[config.mk]
export PLATFORM = sky130hd
export DESIGN_NAME = sai_cell
export DESIGN_NICKNAME = d
export VERILOG_FILES = /design/src/rtl/sai_pkg.sv /design/src/rtl/sai_cell.sv
export SDC_FILE = /design/constraint.sdc
export NUM_CORES = 1
export LEC_CHECK = 0
export BUFFER_PORTS_ARGS = -buffer_cell sky130_fd_sc_hd__buf_2
export CORE_UTILIZATION = 48
export CTS_CLUSTER_DIAMETER = 100
export DETAILED_ROUTE_END_ITERATION = 8
export PLACE_DENSITY = 0.87
export SYNTH_ARGS = -nofsm -noshare
export SYNTH_HDL_FRONTEND = slang
export SYNTH_SLANG_ARGS = --single-unit
[constraint.sdc]
create_clock -name clk -period 4.69 [get_ports clk]
set_clock_uncertainty 0.15 [all_clocks]
set_input_delay 0.2345 -clock clk [delete_from_list [all_inputs] [get_ports clk]]
set_output_delay 0.2345 -clock clk [all_outputs]
set_load 0.01 [all_outputs]
[src/rtl/sai_pkg.sv]
package sai_pkg;

    localparam int CAPACITY_DEF = 64;

    localparam int DATA_W   = 32;
    localparam int FUNC_W   = 2;
    localparam int STATUS_W = 2;
    localparam int POS_W    = 6;
    localparam int COUNT_W  = 7;

    localparam logic [FUNC_W-1:0] FUNC_INSERT = 2'd0;
    localparam logic [FUNC_W-1:0] FUNC_REMOVE = 2'd1;
    localparam logic [FUNC_W-1:0] FUNC_SEARCH = 2'd2;

    localparam logic [STATUS_W-1:0] STATUS_OK   = 2'd0;
    localparam logic [STATUS_W-1:0] STATUS_MISS = 2'd1;
    localparam logic [STATUS_W-1:0] STATUS_FULL = 2'd2;

    typedef struct packed {
        logic ins;
        logic rem;
    } cell_cmd_t;

endpackage

[src/rtl/sai_cell.sv]
module sai_cell #(
    parameter int CAPACITY = sai_pkg::CAPACITY_DEF,
    parameter int INDEX    = 0
) (
    input  logic                               clk,
    input  sai_pkg::cell_cmd_t                 cmd,
    input  logic signed [sai_pkg::DATA_W-1:0]  key,
    input  logic [$clog2(CAPACITY+1)-1:0]      count,
    input  logic [$clog2(CAPACITY)-1:0]        hit,
    input  logic signed [sai_pkg::DATA_W-1:0]  left_data,
    input  logic                               left_gt,
    input  logic signed [sai_pkg::DATA_W-1:0]  right_data,
    output logic signed [sai_pkg::DATA_W-1:0]  data,
    output logic                               gt,
    output logic                               eq
);
    import sai_pkg::*;

    localparam int CW = $clog2(CAPACITY+1);
    localparam int IW = $clog2(CAPACITY);
    localparam logic [CW-1:0] MY_INDEX_C = CW'(INDEX);
    localparam logic [IW-1:0] MY_INDEX_H = IW'(INDEX);

    logic signed [DATA_W-1:0] data_reg;
    logic signed [DATA_W-1:0] data_next;
    logic                     occupied;

    assign occupied = MY_INDEX_C < count;
    assign gt       = occupied && (data_reg > key);
    assign eq       = (data_reg == key);
    assign data     = data_reg;

    always_comb
    begin
        data_next = data_reg;
        if (cmd.ins)
        begin
            if (left_gt)
                data_next = left_data;
            else if (gt || (MY_INDEX_C == count))
                data_next = key;
        end
        else if (cmd.rem)
        begin
            if (MY_INDEX_H >= hit)
                data_next = right_data;
        end
    end

    always_ff @(posedge clk)
    begin
        data_reg <= data_next;
    end

endmodule

==> impl_metrics.py <==
metrics = {
    "run_status": {
        "outcome": "finished, final reports clean",
    },
    "yosys": {
        "synth_area_leaders": "edfxtp_1, ha_1, mux2i_1, a21oi_1, nor2_1",
        "seq_area_frac_synth_pct": 38.2,
        "netlist_area_um2": 2520,
        "synth-seq-cells": 32,
        "syn_inst": 268,
        "netlist.area_leader.share_pct": 38.2,
        "synth_top_flop_cell": "edfxtp_1",
        "synth.distinct_cells": 36,
        "async_reset_ff_share_pct": 0,
        "synth_area_per_cell_um2": 9.40,
        "syn-num-nets": 413,
        "synth_top_area_cell": "edfxtp_1",
        "synth_edf_count": 32,
        "synth_commonest_cells": "a21oi_1, nor2_1",
        "ys_warn_count": 0,
        "synth.most_common_cell": "a21oi_1",
    },
    "cells_and_area": {
        "layout.nets": 557,
        "drive_above_1_share_pct": 38.0,
        "largest_reg_flops": 32,
        "antennaDiodeCount": 0,
        "post-route-cell-area_um2": 3410,
        "multiInputGateArea_um2": 1390,
        "area_delta_synth_final_pct": 35.4,
        "final.fill_count": 376,
        "regArea_um2": 961,
    },
    "global_routing": {
        "grt-ovfl-total": 0,
        "grt_pass1_vias": 2365,
        "antenna_found_initial": 0,
        "grt_max_degree": 36,
        "grt_use_total_pct": 23.9,
        "grt_pass1_wl_um": 9930,
    },
    "sta": {
        "period_minus_slack_ns": 3.28,
        "rsz0062_at_grt": "no",
        "worst_slack_ns": 1.41,
        "slew_headroom_pct": 33.8,
        "whs_ns": 0.124,
        "setup_violations": 0,
        "min_period_over_period_pct": 70.0,
        "hold_viol": 0,
        "slew_viol_final": 0,
        "worst_pin_slew_ns": 0.993,
        "max_freq_mhz": 305,
        "fin_tns_setup_ns": 0,
    },
    "worst_setup_path": {
        "critPathKind": "reg -> reg",
        "timing.rr.start": "data[14]$_DFFE_PP_",
        "critPathCaptureType": "flip-flop",
        "critPathRequiredTime_ns": 4.50,
        "startpoint": "data[14]$_DFFE_PP_",
        "arrival_ns": 3.09,
        "start_kind": "flip-flop",
        "cp_max_fo": 23,
    },
    "drt": {
        "via_count": 2475,
        "drt_pre_antenna_iters": 4,
        "wl_per_cell_um": 13.6,
        "ant_nets": 0,
        "drt-total-wl_um": 6540,
        "drt_iter0_drc": 65,
        "drc": 0,
        "via_per_inst": 5.16,
    },
    "clocking": {
        "clock-sinks": 32,
        "post_cts_buffers": 0,
        "cts_buffers": 5,
        "cts_root_buf": "clkbuf_8",
        "hold_buffers": 0,
        "clk_pin_slew_worst_paths_ns": 0.07,
        "cts_tree": "built",
        "h-tree-depth": 2,
        "cts_resized": 0,
        "clock_path_buffers": 2,
        "insertion_delay_ns": 0.28,
    },
    "placement": {
        "numPortBuffers": 146,
        "gp_congestion": 0.781,
        "post-place-ws_ns": 1.47,
        "dp_hpwl_um": 5290,
        "place_area_um2": 3300,
    },
    "floorplan": {
        "start_util_pct": 51.6,
        "die_area_um2": 5540,
        "io_pins": 147,
        "die_x_um": 74.4,
        "core_area_um2": 4880,
        "fp-row-count": 25,
        "die_y_um": 74.4,
    },
    "pwr": {
        "cellPowerDensity_nw_per_um2": 279,
        "power.total_uw": 952,
        "ir_drop_mv": 0.227,
        "p_leak_nw": 1.77,
    },
    "min_path": {
        "hp-class": "in -> reg",
        "holdCritStartpoint": "right_data[21]",
    },
    "flow_run": {
        "maxCapViolations": 0,
    },
}
worst max-delay path: stages (launching register included):
cell	delay (ns)
edfxtp_1	0.41
ha_1	0.35
nand4_1	0.18
nor4_1	0.50
a21boi_0	0.28
o31a_1	0.19
nand2_1	0.08
nand3b_1	0.39
buf_4	0.41
stage by stage:
step	cells	util, %
3_3_place_gp	472	67.7
5_1_grt	480	69.9
3_5_place_dp	472	67.7
2_1_floorplan	268	-
6_report	480	69.9
4_1_cts	480	69.9
cell families after synthesis:
| group | synth area share [%] |
|---|---|
| compound gates | 13.4 |
| fa+ha+maj | 15.9 |
| buf+inv | 6.56 |
| flops | 38.2 |
| mux | 12.7 |
| simple gates | 13.3 |
power by group:
part | internal [mW] | switching [mW]
combinational | 0.135 | 0.167
sequential | 0.368 | 0.0201
clock | 0.158 | 0.105
total | 0.661 | 0.291
area by class of cell:
type | count | area share (%)
Multi-Input combinational cell | 193 | 40.8
Sequential cell | 32 | 28.2
Timing Repair Buffer | 148 | 21.9
Inverter | 32 | 3.52
Tap cell | 67 | 2.46
Clock buffer | 6 | 2.13
Clock inverter | 2 | 1.03
worst paths after layout:
kind	endpoint	slack, ns	cells after the start
worst max register to register	data[29]$_DFFE_PP_	1.41	8
worst min register to register	data[13]$_DFFE_PP_	1.23	3
worst max-delay path	data[29]$_DFFE_PP_	1.41	8
worst min-delay path	data[21]$_DFFE_PP_	0.12	3
placed cells by master, fill, tap and decap left out, types with 2 or more instances in the layout:
cell type  count
ha_1          32
clkbuf_8       5
buf_2        146
buf_4          2
edfxtp_1      32
nor2_1        35
inv_1         32
nor4_1         3
nand4_1        6
nor3_1         2
a21oi_1       44
o21ai_0        4
nand2_1        9
nor4b_1        2
o211ai_1       2
mux2i_1       32
nand3_1        3
per-layer routing:
layer,GRT usage (%),wire (um)
met1,25.3,2710
met3,6.78,352
met4,11.1,89
met2,43.7,3380
met5,0,0
No activity file was read; power rests on OpenSTA's default activity.
